## config.mk

```make
export PLATFORM = sky130hd
export DESIGN_NAME = timed_sample_capture_buffer_unit
export DESIGN_NICKNAME = d
export VERILOG_FILES = /design/src/rtl/core/tscb_pkg.sv /design/src/rtl/core/tscb_ctrl.sv /design/src/rtl/core/tscb_dp.sv /design/src/rtl/core/timed_sample_capture_buffer_unit.sv
export SDC_FILE = /design/constraint.sdc
export NUM_CORES = 1
export LEC_CHECK = 0
export ABC_AREA = 1
export BUFFER_PORTS_ARGS = -buffer_cell sky130_fd_sc_hd__buf_4
export CAP_MARGIN = 20
export CORE_MARGIN = 3
export CORE_UTILIZATION = 45
export CTS_CLUSTER_DIAMETER = 50
export CTS_CLUSTER_SIZE = 24
export DETAILED_ROUTE_END_ITERATION = 10
export GPL_ROUTABILITY_DRIVEN = 0
export HOLD_SLACK_MARGIN = 0.03
export PLACE_DENSITY_LB_ADDON = 0.05
export SLEW_MARGIN = 0
export SYNTH_ARGS = -nofsm -noshare
export SYNTH_HDL_FRONTEND = slang
export SYNTH_SLANG_ARGS = --single-unit
```

## constraint.sdc

```tcl
create_clock -name clk_i -period 4.1 [get_ports clk_i]
set_clock_uncertainty 0.05 [all_clocks]
set_input_delay 0.205 -clock clk_i [delete_from_list [all_inputs] [get_ports clk_i]]
set_output_delay 0.205 -clock clk_i [all_outputs]
set_load 0.02 [all_outputs]
```

## src/rtl/core/tscb_pkg.sv

```systemverilog
// ----------------------------------------------------------------------------
// tscb_pkg
// Types and constants shared by the sample-capture controller and datapath.
// ----------------------------------------------------------------------------
package tscb_pkg;

  localparam int unsigned FUNC_W    = 2;
  localparam int unsigned SAMPLE_W  = 8;
  localparam int unsigned FILL_W    = 6;
  localparam int unsigned PRESC_W   = 10;
  localparam int unsigned TIMER_W   = 16;
  localparam int unsigned SEL_W     = 8;
  localparam int unsigned CFG_IDX_W = 1;
  localparam int unsigned CFG_W     = 16;

  localparam logic [CFG_IDX_W-1:0] REG_CLOCK_SELECT  = 1'd0;
  localparam logic [CFG_IDX_W-1:0] REG_COMPARE_VALUE = 1'd1;

  localparam logic [SEL_W-1:0]    CLOCK_SELECT_RST  = 8'd1;
  localparam logic [TIMER_W-1:0]  COMPARE_VALUE_RST = 16'hFFFF;
  localparam logic [SAMPLE_W-1:0] ECHO_MARK         = 8'h44;  // 'D'

  typedef enum logic [FUNC_W-1:0] {
    FUNC_TICK = 2'd0,
    FUNC_DATA = 2'd1,
    FUNC_ECHO = 2'd2
  } func_e;

  typedef enum logic [3:0] {
    ST_IDLE,
    ST_ZERO,
    ST_COUNT,
    ST_READ,
    ST_SAMPLE,
    ST_ECHO_HI,
    ST_ECHO_LO,
    ST_ECHO_MARK
  } state_e;

  typedef enum logic [2:0] {
    BSEL_ZERO,
    BSEL_COUNT,
    BSEL_SAMPLE,
    BSEL_CMP_HI,
    BSEL_CMP_LO,
    BSEL_MARK
  } byte_sel_e;

  typedef struct packed {
    logic      tick_en;
    logic      clear_fill;
    logic      load_out;
    byte_sel_e sel;
    logic      last;
  } dp_cmd_t;

  typedef struct packed {
    logic full;
    logic out_free;
  } dp_stat_t;

  // Terminal prescaler count for a clock select code (divisor minus one).
  function automatic logic [PRESC_W-1:0] presc_term(input logic [SEL_W-1:0] sel);
    logic [PRESC_W-1:0] term;
    case (sel)
      8'd1:    term = 10'd0;
      8'd2:    term = 10'd7;
      8'd3:    term = 10'd63;
      8'd4:    term = 10'd255;
      8'd5:    term = 10'd1023;
      default: term = 10'd0;
    endcase
    return term;
  endfunction

  function automatic logic presc_enabled(input logic [SEL_W-1:0] sel);
    return (sel >= 8'd1) && (sel <= 8'd5);
  endfunction

endpackage

```

## src/rtl/core/tscb_ctrl.sv

```systemverilog
// ----------------------------------------------------------------------------
// tscb_ctrl
// Request sequencer: accepts words, steers ticks to the datapath and walks
// the reply bytes of data and echo requests.
// ----------------------------------------------------------------------------
module tscb_ctrl #(
  parameter int unsigned SAMPLE_DEPTH = 50,
  parameter int unsigned ADDR_W       = 6
) (
  input  logic                        clk_i,
  input  logic                        rst_ni,
  input  logic                        in_valid_i,
  input  logic [tscb_pkg::FUNC_W-1:0] in_func_i,
  output logic                        in_ready_o,
  input  tscb_pkg::dp_stat_t          stat_i,
  output tscb_pkg::dp_cmd_t           cmd_o,
  output logic [ADDR_W-1:0]           rd_addr_o
);
  import tscb_pkg::*;

  state_e            state_q, state_d;
  logic [ADDR_W-1:0] idx_q, idx_d;
  logic              accept;
  func_e             func;

  assign func       = func_e'(in_func_i);
  assign in_ready_o = (state_q == ST_IDLE);
  assign accept     = in_valid_i && in_ready_o;
  assign rd_addr_o  = idx_q;

  always_ff @(posedge clk_i or negedge rst_ni) begin
    if (!rst_ni) begin
      state_q <= ST_IDLE;
      idx_q   <= '0;
    end else begin
      state_q <= state_d;
      idx_q   <= idx_d;
    end
  end

  always_comb begin
    state_d = state_q;
    idx_d   = idx_q;
    cmd_o   = '{tick_en: 1'b0, clear_fill: 1'b0, load_out: 1'b0,
                sel: BSEL_ZERO, last: 1'b0};
    unique case (state_q)
      ST_IDLE: begin
        if (accept) begin
          case (func)
            FUNC_TICK: cmd_o.tick_en = 1'b1;
            FUNC_DATA: begin
              if (stat_i.full) begin
                cmd_o.clear_fill = 1'b1;
                state_d          = ST_COUNT;
              end else begin
                state_d = ST_ZERO;
              end
            end
            FUNC_ECHO: state_d = ST_ECHO_HI;
            default:   state_d = ST_IDLE;  // drop unused code
          endcase
        end
      end
      ST_ZERO: begin
        if (stat_i.out_free) begin
          cmd_o.load_out = 1'b1;
          cmd_o.sel      = BSEL_ZERO;
          cmd_o.last     = 1'b1;
          state_d        = ST_IDLE;
        end
      end
      ST_COUNT: begin
        if (stat_i.out_free) begin
          cmd_o.load_out = 1'b1;
          cmd_o.sel      = BSEL_COUNT;
          idx_d          = '0;
          state_d        = ST_READ;
        end
      end
      // address is presented now, read data is registered for ST_SAMPLE
      ST_READ: state_d = ST_SAMPLE;
      ST_SAMPLE: begin
        if (stat_i.out_free) begin
          cmd_o.load_out = 1'b1;
          cmd_o.sel      = BSEL_SAMPLE;
          cmd_o.last     = (idx_q == ADDR_W'(SAMPLE_DEPTH - 1));
          if (cmd_o.last) begin
            state_d = ST_IDLE;
          end else begin
            idx_d   = idx_q + 1'b1;
            state_d = ST_READ;
          end
        end
      end
      ST_ECHO_HI: begin
        if (stat_i.out_free) begin
          cmd_o.load_out = 1'b1;
          cmd_o.sel      = BSEL_CMP_HI;
          state_d        = ST_ECHO_LO;
        end
      end
      ST_ECHO_LO: begin
        if (stat_i.out_free) begin
          cmd_o.load_out = 1'b1;
          cmd_o.sel      = BSEL_CMP_LO;
          state_d        = ST_ECHO_MARK;
        end
      end
      ST_ECHO_MARK: begin
        if (stat_i.out_free) begin
          cmd_o.load_out = 1'b1;
          cmd_o.sel      = BSEL_MARK;
          cmd_o.last     = 1'b1;
          state_d        = ST_IDLE;
        end
      end
      default: state_d = ST_IDLE;
    endcase
  end

`ifndef SYNTHESIS
  a_tick_only_idle: assert property (@(posedge clk_i) disable iff (!rst_ni)
    cmd_o.tick_en |-> (state_q == ST_IDLE))
    else $error("tick issued outside idle");

  a_idx_in_range: assert property (@(posedge clk_i) disable iff (!rst_ni)
    (state_q == ST_SAMPLE) |-> (idx_q <= ADDR_W'(SAMPLE_DEPTH - 1)))
    else $error("readout index beyond store depth");

  a_read_then_sample: assert property (@(posedge clk_i) disable iff (!rst_ni)
    (state_q == ST_READ) |=> (state_q == ST_SAMPLE))
    else $error("read slot not followed by sample slot");
`endif

endmodule

```

## src/rtl/core/tscb_dp.sv

```systemverilog
// ----------------------------------------------------------------------------
// tscb_dp
// Datapath: configuration registers, prescaler, compare timer, sample store
// and the output word register.
// ----------------------------------------------------------------------------
module tscb_dp #(
  parameter int unsigned SAMPLE_DEPTH = 50,
  parameter int unsigned ADDR_W       = 6
) (
  input  logic                          clk_i,
  input  logic                          rst_ni,
  input  logic                          cfg_we_i,
  input  logic [tscb_pkg::CFG_IDX_W-1:0] cfg_idx_i,
  input  logic [tscb_pkg::CFG_W-1:0]    cfg_data_i,
  input  logic [tscb_pkg::SAMPLE_W-1:0] adc_sample_i,
  input  tscb_pkg::dp_cmd_t             cmd_i,
  input  logic [ADDR_W-1:0]             rd_addr_i,
  output tscb_pkg::dp_stat_t            stat_o,
  output logic                          out_valid_o,
  input  logic                          out_ready_i,
  output logic [tscb_pkg::SAMPLE_W-1:0] out_data_o,
  output logic                          out_last_o
);
  import tscb_pkg::*;

  logic [SEL_W-1:0]    clk_sel_q, clk_sel_d;
  logic [TIMER_W-1:0]  cmp_q, cmp_d;
  logic [PRESC_W-1:0]  presc_q, presc_d;
  logic [TIMER_W-1:0]  timer_q, timer_d;
  logic [FILL_W-1:0]   fill_q, fill_d;
  logic                out_valid_q;
  logic [SAMPLE_W-1:0] out_data_q, out_data_d;
  logic                out_last_q;
  logic [SAMPLE_W-1:0] mem_q [SAMPLE_DEPTH];
  logic [SAMPLE_W-1:0] rdata_q;
  logic                full;
  logic                timer_clk;
  logic                match;
  logic                mem_we;

  assign full      = (fill_q == FILL_W'(SAMPLE_DEPTH));
  assign timer_clk = cmd_i.tick_en && presc_enabled(clk_sel_q)
                     && (presc_q >= presc_term(clk_sel_q));
  assign match     = timer_clk && (timer_q == cmp_q);
  assign mem_we    = match && !full;

  assign stat_o.full     = full;
  assign stat_o.out_free = !out_valid_q || out_ready_i;

  always_comb begin
    clk_sel_d = clk_sel_q;
    cmp_d     = cmp_q;
    presc_d   = presc_q;
    timer_d   = timer_q;
    fill_d    = fill_q;

    if (cmd_i.tick_en && presc_enabled(clk_sel_q)) begin
      presc_d = timer_clk ? '0 : presc_q + 1'b1;
    end
    if (timer_clk) begin
      timer_d = match ? '0 : timer_q + 1'b1;
    end
    if (mem_we) begin
      fill_d = fill_q + 1'b1;
    end
    if (cmd_i.clear_fill) begin
      fill_d = '0;
    end
    // a register write also restarts the timer
    if (cfg_we_i) begin
      timer_d = '0;
      unique case (cfg_idx_i)
        REG_CLOCK_SELECT:  clk_sel_d = cfg_data_i[SEL_W-1:0];
        REG_COMPARE_VALUE: cmp_d     = cfg_data_i[TIMER_W-1:0];
        default:           cmp_d     = cmp_q;
      endcase
    end
  end

  always_comb begin
    case (cmd_i.sel)
      BSEL_ZERO:   out_data_d = '0;
      BSEL_COUNT:  out_data_d = SAMPLE_W'(SAMPLE_DEPTH);
      BSEL_SAMPLE: out_data_d = rdata_q;
      BSEL_CMP_HI: out_data_d = cmp_q[TIMER_W-1:SAMPLE_W];
      BSEL_CMP_LO: out_data_d = cmp_q[SAMPLE_W-1:0];
      BSEL_MARK:   out_data_d = ECHO_MARK;
      default:     out_data_d = '0;
    endcase
  end

  always_ff @(posedge clk_i or negedge rst_ni) begin
    if (!rst_ni) begin
      clk_sel_q   <= CLOCK_SELECT_RST;
      cmp_q       <= COMPARE_VALUE_RST;
      presc_q     <= '0;
      timer_q     <= '0;
      fill_q      <= '0;
      out_valid_q <= 1'b0;
    end else begin
      clk_sel_q <= clk_sel_d;
      cmp_q     <= cmp_d;
      presc_q   <= presc_d;
      timer_q   <= timer_d;
      fill_q    <= fill_d;
      if (cmd_i.load_out) begin
        out_valid_q <= 1'b1;
      end else if (out_ready_i) begin
        out_valid_q <= 1'b0;
      end
    end
  end

  always_ff @(posedge clk_i) begin
    if (cmd_i.load_out) begin
      out_data_q <= out_data_d;
      out_last_q <= cmd_i.last;
    end
  end

  // sample store: one write port at the fill position, one registered read
  always_ff @(posedge clk_i) begin
    if (mem_we) begin
      mem_q[fill_q[ADDR_W-1:0]] <= adc_sample_i;
    end
    rdata_q <= mem_q[rd_addr_i];
  end

  assign out_valid_o = out_valid_q;
  assign out_data_o  = out_data_q;
  assign out_last_o  = out_last_q;

`ifndef SYNTHESIS
  a_load_when_free: assert property (@(posedge clk_i) disable iff (!rst_ni)
    cmd_i.load_out |-> (!out_valid_q || out_ready_i))
    else $error("output word overwritten before taken");

  a_fill_bounded: assert property (@(posedge clk_i) disable iff (!rst_ni)
    fill_q <= FILL_W'(SAMPLE_DEPTH))
    else $error("fill count beyond store depth");

  a_clear_empties: assert property (@(posedge clk_i) disable iff (!rst_ni)
    (cmd_i.clear_fill && !cfg_we_i) |=> (fill_q == '0))
    else $error("store not emptied after readout start");

  a_tick_clear_excl: assert property (@(posedge clk_i) disable iff (!rst_ni)
    !(cmd_i.tick_en && cmd_i.clear_fill))
    else $error("tick and store clear in same cycle");
`endif

endmodule

```

## src/rtl/core/timed_sample_capture_buffer_unit.sv

```systemverilog
// ----------------------------------------------------------------------------
// timed_sample_capture_buffer_unit
// Sample-capture engine: prescaled compare timer stores ADC bytes into a
// fixed-depth buffer and answers data and echo requests as byte streams.
// ----------------------------------------------------------------------------
// Tick words are taken every cycle while idle and update timer and store in that
// cycle. A reply loads its first byte into the output register from the state
// after acceptance; a full readout then passes each sample through a registered
// store read, then the output load. Input is held off until the last reply byte
// is loaded into the output register, longer while the reply side stalls.
// Asynchronous active-low reset clears control state; the store is not cleared.
// ----------------------------------------------------------------------------
module timed_sample_capture_buffer_unit #(
  parameter int unsigned SAMPLE_DEPTH = 50
) (
  input  logic                           clk_i,
  input  logic                           rst_ni,
  input  logic                           s_axis_tvalid,
  output logic                           s_axis_tready,
  input  logic [tscb_pkg::SAMPLE_W-1:0]  s_axis_tdata,   // [7:0] adc_sample
  input  logic [tscb_pkg::FUNC_W-1:0]    s_axis_tuser,   // [1:0] func
  output logic                           m_axis_tvalid,
  input  logic                           m_axis_tready,
  output logic [tscb_pkg::SAMPLE_W-1:0]  m_axis_tdata,   // [7:0] data_byte
  output logic                           m_axis_tlast,
  input  logic                           cfg_we_i,
  input  logic [tscb_pkg::CFG_IDX_W-1:0] cfg_idx_i,
  input  logic [tscb_pkg::CFG_W-1:0]     cfg_data_i
);
  import tscb_pkg::*;

  localparam int unsigned ADDR_W = (SAMPLE_DEPTH > 1) ? $clog2(SAMPLE_DEPTH) : 1;

  dp_cmd_t           cmd;
  dp_stat_t          stat;
  logic [ADDR_W-1:0] rd_addr;

  tscb_ctrl #(
    .SAMPLE_DEPTH(SAMPLE_DEPTH),
    .ADDR_W      (ADDR_W)
  ) u_ctrl (
    .clk_i     (clk_i),
    .rst_ni    (rst_ni),
    .in_valid_i(s_axis_tvalid),
    .in_func_i (s_axis_tuser),
    .in_ready_o(s_axis_tready),
    .stat_i    (stat),
    .cmd_o     (cmd),
    .rd_addr_o (rd_addr)
  );

  tscb_dp #(
    .SAMPLE_DEPTH(SAMPLE_DEPTH),
    .ADDR_W      (ADDR_W)
  ) u_dp (
    .clk_i       (clk_i),
    .rst_ni      (rst_ni),
    .cfg_we_i    (cfg_we_i),
    .cfg_idx_i   (cfg_idx_i),
    .cfg_data_i  (cfg_data_i),
    .adc_sample_i(s_axis_tdata),
    .cmd_i       (cmd),
    .rd_addr_i   (rd_addr),
    .stat_o      (stat),
    .out_valid_o (m_axis_tvalid),
    .out_ready_i (m_axis_tready),
    .out_data_o  (m_axis_tdata),
    .out_last_o  (m_axis_tlast)
  );

endmodule

```

* After elaboration in Yosys (flattened, before gate mapping)
Memory sizes are Yosys's and may differ from the RTL's. A register that Yosys moved wholly into a read port is not among the register bits.
Cells that the tools add are included.
Widths: inputs -> output; s select.
** Word-level totals
- Bits in registers :: 76
- Word-level logic and storage cells :: 107
- Input bits :: 32
- Memories :: 1
- RAM bits :: 400
- Output and inout bits :: 11
** Memories
- u_dp.mem_q :: words 50, bits a word 8, read ports 1, clocked after Yosys merged registers in 1, wr ports 1, line tscb_dp.sv:34 : logic [SAMPLE_W-1:0] mem_q [SAMPLE_DEPTH];
** Cells by class
- Multiplexer cells :: 39
- $add $sub $neg :: 4
- Equality and inequality tests :: 29
- Bitwise gates (word level) :: 1
- Order comparisons :: 3
- Reduce and logical (&&, ||, !) cells :: 20
** Operators with widths (count)
- $mux 16 :: 3
- $pmux 10 s4 :: 1
- $pmux 8 s5 :: 1
- $mux 4 :: 9
- $mux 6 :: 5
- $pmux 4 s7 :: 1
- $pmux 4 s6 :: 1
- $add 16x1->16 const B :: 1
- $eq 16x16->1 :: 1
- $eq 4x3->1 const B :: 4
- $eq 8x2->1 const B :: 2
- $eq 8x3->1 const B :: 2
- $mux 5 :: 3
- $ne 2x2->1 const B :: 7
- $add 6x1->6 const B :: 2
- $eq 6x6->1 const B :: 2
- $pmux 4 s3 :: 1
- $pmux 6 s2 :: 1
- $add 10x1->10 const B :: 1
- $ge 10x10->1 :: 1
- $mux 10 :: 1
- $eq 4x2->1 const B :: 2
- $ge 8x1->1 const B :: 1
- $le 8x3->1 const B :: 1
- other kinds (21) :: 42

* Logic depth before layout (Yosys ltp)
Gate-level depths: netlist (run 1).
- Word-level depth :: 11
- Mapped depth :: 21
- Gate-level depth less buffers :: 21

* By module
From an unflattened synthesis (run 1), not the netlist that was laid out.
** Second synthesis, totals
- Cell total of the unflattened synthesis :: 2007
- Area total of the unflattened synthesis :: 21056.4 µm²
** Modules (own cells, without submodules)
- tscb_dp :: seq. area each 13889.6 µm², times used 1, cells each 1891, area an instance 20279.4 µm²
- tscb_ctrl :: seq. area each 225.2 µm², times used 1, cells each 116, area an instance 777.0 µm²

* Worst setup path before layout (run 1)
No wires, ideal clock.
- Kind :: reg2reg
- From :: register u_dp.clk_sel_q[3]
- To :: memory u_dp.mem_q[31][0], enable pin
- Cell stages (with the launch flop) :: 18
- Path buffers :: 0
- Data arrival time :: 2.588 ns
- Data required time :: 3.667 ns
- Path slack :: 1.079 ns
- Cell sequence :: dfrtp_1 > inv_1 > nand2_1 > nor2_1 > inv_1 > nor2_1 > inv_1 > o31ai_1 > inv_1 > ha_1 > nand2_1 > nor2_1 > nand3_1 > nand3_1 > nand2_4 > nor2_8 > nand2_4 > nor3_1
** Between the ends
- Longest elaborated chain between the ends :: 8
- Elaborated cells on any way between the ends :: 15
** Ends and longest elaborated chain
- start: declaration :: line tscb_dp.sv:26 : logic [SEL_W-1:0] clk_sel_q, clk_sel_d;
- start signal: assignment :: line tscb_dp.sv:101 : clk_sel_q <= clk_sel_d;
- $eq 8x3->1 (tied with other cells) :: line tscb_pkg.sv:65 : case (sel)
- $pmux 10 s4 or $logic_and 1x1->1 (tied branches) :: line tscb_pkg.sv:65, tscb_pkg.sv:77
- $ge 10x10->1 or $logic_and 1x1->1 (tied branches) :: line tscb_dp.sv:43, tscb_dp.sv:42
- $logic_and 1x1->1 * :: line tscb_dp.sv:43 : && (presc_q >= presc_term(clk_sel_q));
- $logic_and 1x1->1 * :: line tscb_dp.sv:44 : assign match = timer_clk && (timer_q == cmp_q);
- $logic_and 1x1->1 * :: line tscb_dp.sv:45 : assign mem_we = match && !full;
- $mux 1 * :: line tscb_dp.sv:123 : if (mem_we) begin
- $mux 1 (not written as such) * :: line tscb_dp.sv:124 : mem_q[fill_q[ADDR_W-1:0]] <= adc_sample_i;
- end: declaration :: line tscb_dp.sv:34
Mark *: on every way between the ends. The rest lies on a longest branch, timed or not.

* Worst setup path in the final report (run 1)
- From :: register u_dp.clk_sel_q[3]
- To :: memory u_dp.mem_q[46][4], enable pin
The elaborated chain is that of the path after synthesis.

==> out/qor.yml, run 1 <==
critical_path:
  criticalPathCategory: "reg2reg"
  worstPathArrival_ps: 3740
  crit_required_ps: 4270
  end_kind: "register"
  timing.rr.end: "u_dp.mem_q[46][4]"
  cp_slowest_stage_delay_ps: 580
  crit_slowest_cell: "nor2_1"
  critPathMaxFanout: 10
  rr_startpoint: "u_dp.clk_sel_q[3]"
  r2r_setup_slack_ps: 530
  r2r_cells: 19
  worstPathCellList: "inv_1 > nand2_1 > nor2_1 > inv_1 > nor2_1 > inv_1 > o31ai_1 > inv_1 > ha_1 > nand2_1 > nor2_1 > nand3_1 > nand3_1 > nand2_4 > nor2_8 > nand2_4 > clkinv_4 > nand3_4 > nor2_1"
  start_kind: "register"
sta:
  setup_tns_ps: 0
  slew_viol_final: 0
  finalCriticalPeriod_ps: 3566
  hold_viol: 0
  rsz0062_at_grt: "no"
  clock.fmax_mhz: 280.4
  setup_violations: 0
  fin_worst_hold_slack_ps: 68.39
  post-route-period-util_pct: 86.98
  worstMarginPinSlew_ps: 979.5
  relSlewSlack_pct: 34.54
yosys:
  synth_seq_cells: 483
  synth_top_area_share_pct: 59.85
  async_flop_share_pct: 13.66
  syn_inst: 1823
  synthTopCellsByArea: "edfxtp_1 (60%), nor2_1 (6.3%), dfrtp_1 (6.0%), o21ai_0 (5.5%), nand2_1 (4.0%)"
  synth_edf_count: 409
  ys_seq_area_share_pct: 68.78
  syn_area_per_cell_um2: 11.26
  ys_warn_count: 0
  yosysTopAreaCell: "edfxtp_1"
  synth_cell_types: 48
  synth_area_um2: 20520
  synth_nets: 1875
  synthFlopType: "edfxtp_1"
layout:
  drive_gt1_share_pct: 9.700
  fin_util_pct: 51.76
  layout_commonest_cell: "edfxtp_1"
  diodes: 0
  nets: 1913
  final_cell_mix: "edfxtp_1 (409), nor2_1 (342), o21ai_0 (227)"
  syn2layout_area_growth_pct: 12.50
placement:
  numPortBuffers: 42
  hpwl_um: 33950
die:
  num_rows: 77
  coreArea_um2: 44610
  die_area_um2: 48200
  fp.dieH_um: 219.6
  ioPinCount: 43
  die_w_um: 219.6
  initial_core_util_pct: 46.01
route:
  wl_met1_um: 23400
  wire_per_inst_um: 22.13
  dr_wl_met2_um: 27050
  vias_per_cell: 5.575
  met3_length_um: 2685
  postRouteAntennaNets: 0
  top_layer: "met4"
  dr.pass1.iters: 6
  drt_iter0_drc: 1287
  num_vias: 13880
  drt_wl_total_um: 55090
  drc: 0
clocking:
  clkTransAtPathRegs_ps: 70
  tritoncts: "yes"
  cts_max_path_buffers: 3
  hold_buffers: 19
  h-tree-depth: 2
  cts_resized: 0
  cts_buffers: 44
  post-cts-setup-buffer-count: 0
  clk_latency_ps: 590
  clkSinkCount: 483
  cts_root_buffer: "clkbuf_16"
global_route:
  overflow: 0
  antenna_found_initial: 0
  grt_start_max_net_pins: 128
  groute.usage.overall_pct: 23.03
  grt_pass1_wl_um: 82740
  grt_pass1_vias: 13650
hold_path:
  hold_end: "u_dp.clk_sel_q[0]"
  hold_start: "cfg_idx_i"
  hp-class: "in2reg"
  holdPathStages: 3
outcome:
  status: "finished clean"
pwr:
  leakagePower_nw: 8.308
  peakVddDrop_uv: 380.9
  powerDensity_nw_per_um2: 542.0
job:
  cap_viol_max_count: 0
## Yosys cell counts (3+ instances only)
cell / number
inv_2: 9
o21ai_0: 227
nor2_2: 3
nand4_1: 9
edfxtp_1: 409
ha_1: 20
dfxtp_1: 8
a31oi_1: 3
dfrtp_1: 49
nand3_1: 83
nand2_1: 219
clkbuf_1: 59
buf_2: 21
o22ai_1: 37
o2111ai_1: 3
nand3_4: 3
inv_1: 93
clkinv_1: 4
nor2_8: 3
nor3_1: 18
o21ai_1: 13
nor2_1: 342
buf_1: 4
xor2_1: 10
a21oi_1: 64
dfstp_2: 17
nand2_4: 4
o211ai_1: 52
a22oi_1: 15
## power breakdown
| group | internal (W) | switching [W] | total, W |
|---|---|---|---|
| clock | 0.00222 | 0.00201 | 0.00423 |
| combinational | 0.000743 | 0.00181 | 0.00255 |
| sequential | 0.00554 | 0.000187 | 0.00573 |
## through the flow
stage               power (W)  cell area (um^2)  cells  worst slack (ps)
finish                0.01251             23090   2489             534.0
global route          0.01311             23090   2489             184.7
CTS                   0.01263             23090   2489             473.2
detailed placement   0.008391             21400   2388             481.2
global placement     0.008384             21400   2388             584.4
floorplan            0.007390             20520   1823              1079
## metal layers
metal | vias up | global-route usage (%)
met3 | 106 | 3.227
met1 | 6825 | 30.30
met2 | 406 | 39.26
met4 | 0 | 8.144
li1 | 6539 | -
met5 | - | 0
## registers in the layout, summed over array words and instances, names as in the netlist
register          flops
u_dp.mem_q          400
u_dp.cmp_q           16
u_dp.timer_q         16
u_dp.presc_q         10
u_dp.clk_sel_q        8
u_dp.out_data_o       8
u_dp.rdata_q          8
u_ctrl.rd_addr_o      6
u_dp.fill_q           6
u_ctrl.state_q        3
u_dp.out_last_o       1
u_dp.out_valid_o      1
## worst max path at each step
stage                 startpoint                end  slack (ps)
3_3_place_gp   u_dp.clk_sel_q[3]  u_dp.mem_q[47][2]         580
4_1_cts        u_dp.clk_sel_q[3]  u_dp.mem_q[43][6]         470
3_5_place_dp   u_dp.clk_sel_q[3]  u_dp.mem_q[43][1]         480
2_1_floorplan  u_dp.clk_sel_q[3]  u_dp.mem_q[31][0]        1080
6_report       u_dp.clk_sel_q[3]  u_dp.mem_q[46][4]         530
5_1_grt        u_dp.clk_sel_q[3]  u_dp.mem_q[43][6]         180
## critical path, delay by kind of cell (launching register included)
kind,cells,cell delay (ps)
and+or+nand+nor,12,1880
buffers and inverters,5,480
DFF,1,390
adders and majority gates,1,290
AOI/OAI and AO/OA,1,110
## cell families after synthesis
kind of cell	after synthesis	synth area share, %
AO/OA/AOI/OAI	422	11.52
XOR/XNOR	10	0.4268
adder cells (fa/ha/maj)	20	1.219
buffers and inverters	191	3.646
flip-flops	483	68.78
multiplexers	3	0.1524
AND/OR/NAND/NOR	694	14.26
## cell type report
type                    count  area [um^2]
well taps                 592        740.7
flip-flops and latches    483        14120
fillers                  3982        21520
multi-input cells        1149         5659
clock buffers              50         1166
clock inverters            32        334.1
inverters                 107        409.1
repair buffers             76        655.6
Note: power is estimated with default switching activity, not from simulation.
==> run 2: changes to the inputs <==
- PLACE_DENSITY: not set -> 0.71
- PLACE_DENSITY_LB_ADDON: 0.05 -> not set
==> run 2 against run 1 <==
Compared with the run above:
- die area is the same
- non-clock buffer count fell by 1
- final cell count is 0.76% lower
- wire length is 7.0% lower
- fmax is 2.0% lower
- sequential share of layout area up 0.75 points
- register-to-register slack lost 70 ps
- setup slack got worse by 74 ps
- global-route usage is 1.9 points lower
- critical path depth stayed put
- highest routed layer unchanged
==> out/qor.yml, run 2 (synthesized netlist as in run 1, its figures left out) <==
clocking:
  post-cts-setup-buffer-count: 0
  h-tree-depth: 2
  cts_resized: 0
  clkTransAtPathRegs_ps: 80
  cts_root_buffer: "clkbuf_16"
  tritoncts: "yes"
  cts_max_path_buffers: 3
  cts_buffers: 36
  hold_buffers: 19
  clk_latency_ps: 560
  clkSinkCount: 483
layout:
  largest_reg_flops: 400
  num-fill-cells: 3791
  nets: 1904
  layout_commonest_cell: "edfxtp_1"
  design_area_um2: 22810
  drive_gt1_share_pct: 8.839
  syn2layout_area_growth_pct: 11.14
  diodes: 0
  final_cell_mix: "edfxtp_1 (409), nor2_1 (342), o21ai_0 (227)"
critical_path:
  r2r_setup_slack_ps: 460
  end_kind: "register"
  start_kind: "register"
  critPathMaxFanout: 10
  worstPathArrival_ps: 3780
  criticalPathCategory: "reg2reg"
  crit_required_ps: 4240
hold_path:
  hp-class: "in2reg"
sta:
  rsz0062_at_grt: "no"
  slew_viol_final: 0
  hold_viol: 0
  setup_tns_ps: 0
  worstMarginPinSlew_ps: 897.8
  clock.fmax_mhz: 274.7
  post-route-period-util_pct: 88.79
  postLayoutSetupSlackWorst_ps: 459.6
  setup_violations: 0
  relSlewSlack_pct: 39.98
  finalCriticalPeriod_ps: 3640
die:
  initial_core_util_pct: 46.01
  die_area_um2: 48200
  ioPinCount: 43
  coreArea_um2: 44610
  num_rows: 77
  fp.dieH_um: 219.6
  die_w_um: 219.6
global_route:
  groute.usage.overall_pct: 21.12
  grt_pass1_vias: 13760
  overflow: 0
  antenna_found_initial: 0
  grt_pass1_wl_um: 77660
  grt_start_max_net_pins: 105
pwr:
  p_switching_w: 0.003751
  leakagePower_nw: 8.170
  power_frac_seq_pct: 48.0
  power.total_w: 0.01196
  power.internal_w: 0.008208
  pwr-share-clk_pct: 31.7
  powerDensity_nw_per_um2: 524.3
  share_comb_of_total_power_pct: 20.4
  swShare_pct: 31.37
  peakVddDrop_uv: 495.0
route:
  num_vias: 14130
  dr.pass1.iters: 8
  wire_per_inst_um: 20.73
  vias_per_cell: 5.721
  drc: 0
  postRouteAntennaNets: 0
  drt_iter0_drc: 1678
  drt_wl_total_um: 51210
placement:
  numPortBuffers: 42
  pre_cts_slack_ps: 474.5
  hpwl_um: 31040
  place_area_um2: 21360
job:
  cap_viol_max_count: 0
outcome:
  status: "finished clean"
[run 2: changes by cell type in the layout (fill, tap and decap cells not counted)]
| cell | before | now |
|---|---|---|
| clkinv_1 | 6 | 5 |
| clkinv_8 | 6 | 3 |
| buf_12 | 3 | 1 |
| buf_4 | 54 | 55 |
| inv_6 | 11 | 3 |
| inv_8 | 5 | 6 |
| inv_12 | 0 | 3 |
| clkinv_4 | 2 | 1 |
| clkbuf_16 | 46 | 37 |
| clkinv_2 | 3 | 1 |
| bufinv_16 | 1 | 3 |
[run 2: worst paths after layout]
check,start,to,cells past startpoint
worst max register to register,u_dp.clk_sel_q[3],u_dp.mem_q[42][6],19
min in group asynchronous,rst_ni,u_dp.presc_q[1],2
worst min-delay path,cfg_idx_i,u_dp.clk_sel_q[0],3
worst max-delay path,u_dp.clk_sel_q[3],u_dp.mem_q[42][6],19
max in group asynchronous,rst_ni,u_ctrl.rd_addr_o[0],2
worst min register to register,u_dp.clk_sel_q[7],u_dp.clk_sel_q[7],2
[run 2: routing by layer]
metal	vias to the layer above	part of all wire, %	track usage, %
li1	6513	-	-
met1	6802	40	28.00
met2	693	48	34.94
met3	123	8.7	3.737
met4	0	3.6	7.993
met5	-	0	0
[run 2: worst max-delay path: stages (launching register included)]
cell and delay, ps:
dfrtp_1 400, inv_1 100, nand2_1 80, nor2_1 130, inv_1 50, nor2_1 110
inv_1 100, o31ai_1 100, inv_1 110, ha_1 290, nand2_1 50, nor2_1 80
nand3_1 80, nand3_1 180, nand2_4 160, nor2_8 190, nand2_4 140, clkinv_4 130
nand3_4 160, nor2_1 570
[run 2: area by class of cell]
cell class                      instances  area [um^2]  area share, %
Clock inverter                         23        312.8          1.371
Tap cell                              592        740.7          3.248
Inverter                              107        409.1          1.794
Clock buffer                           41        940.9          4.125
Timing Repair Buffer                   75        623.1          2.732
Sequential cell                       483        14120          61.92
Multi-Input combinational cell       1149         5659          24.81
[run 2: power groups by stage]
| stage | combinational, W | sequential (W) | clock (W) |
|---|---|---|---|
| 2_1_floorplan | 0.00159 | 0.00580 | 0 |
| 3_3_place_gp | 0.00236 | 0.00584 | 0 |
| 3_5_place_dp | 0.00238 | 0.00584 | 0 |
| 4_1_cts | 0.00241 | 0.00573 | 0.00384 |
| 5_1_grt | 0.00269 | 0.00576 | 0.00405 |
| 6_report | 0.00244 | 0.00574 | 0.00379 |
[run 2: through the flow]
| step | cells | hold slack, ps | utilization [%] |
|---|---|---|---|
| 2_1_floorplan | 1823 | -140.6 | - |
| 3_3_place_gp | 2387 | 325.6 | 47.89 |
| 3_5_place_dp | 2387 | 327.5 | 47.89 |
| 4_1_cts | 2470 | 52.34 | 51.13 |
| 5_1_grt | 2470 | 110.0 | 51.13 |
| 6_report | 2470 | 77.45 | 51.13 |
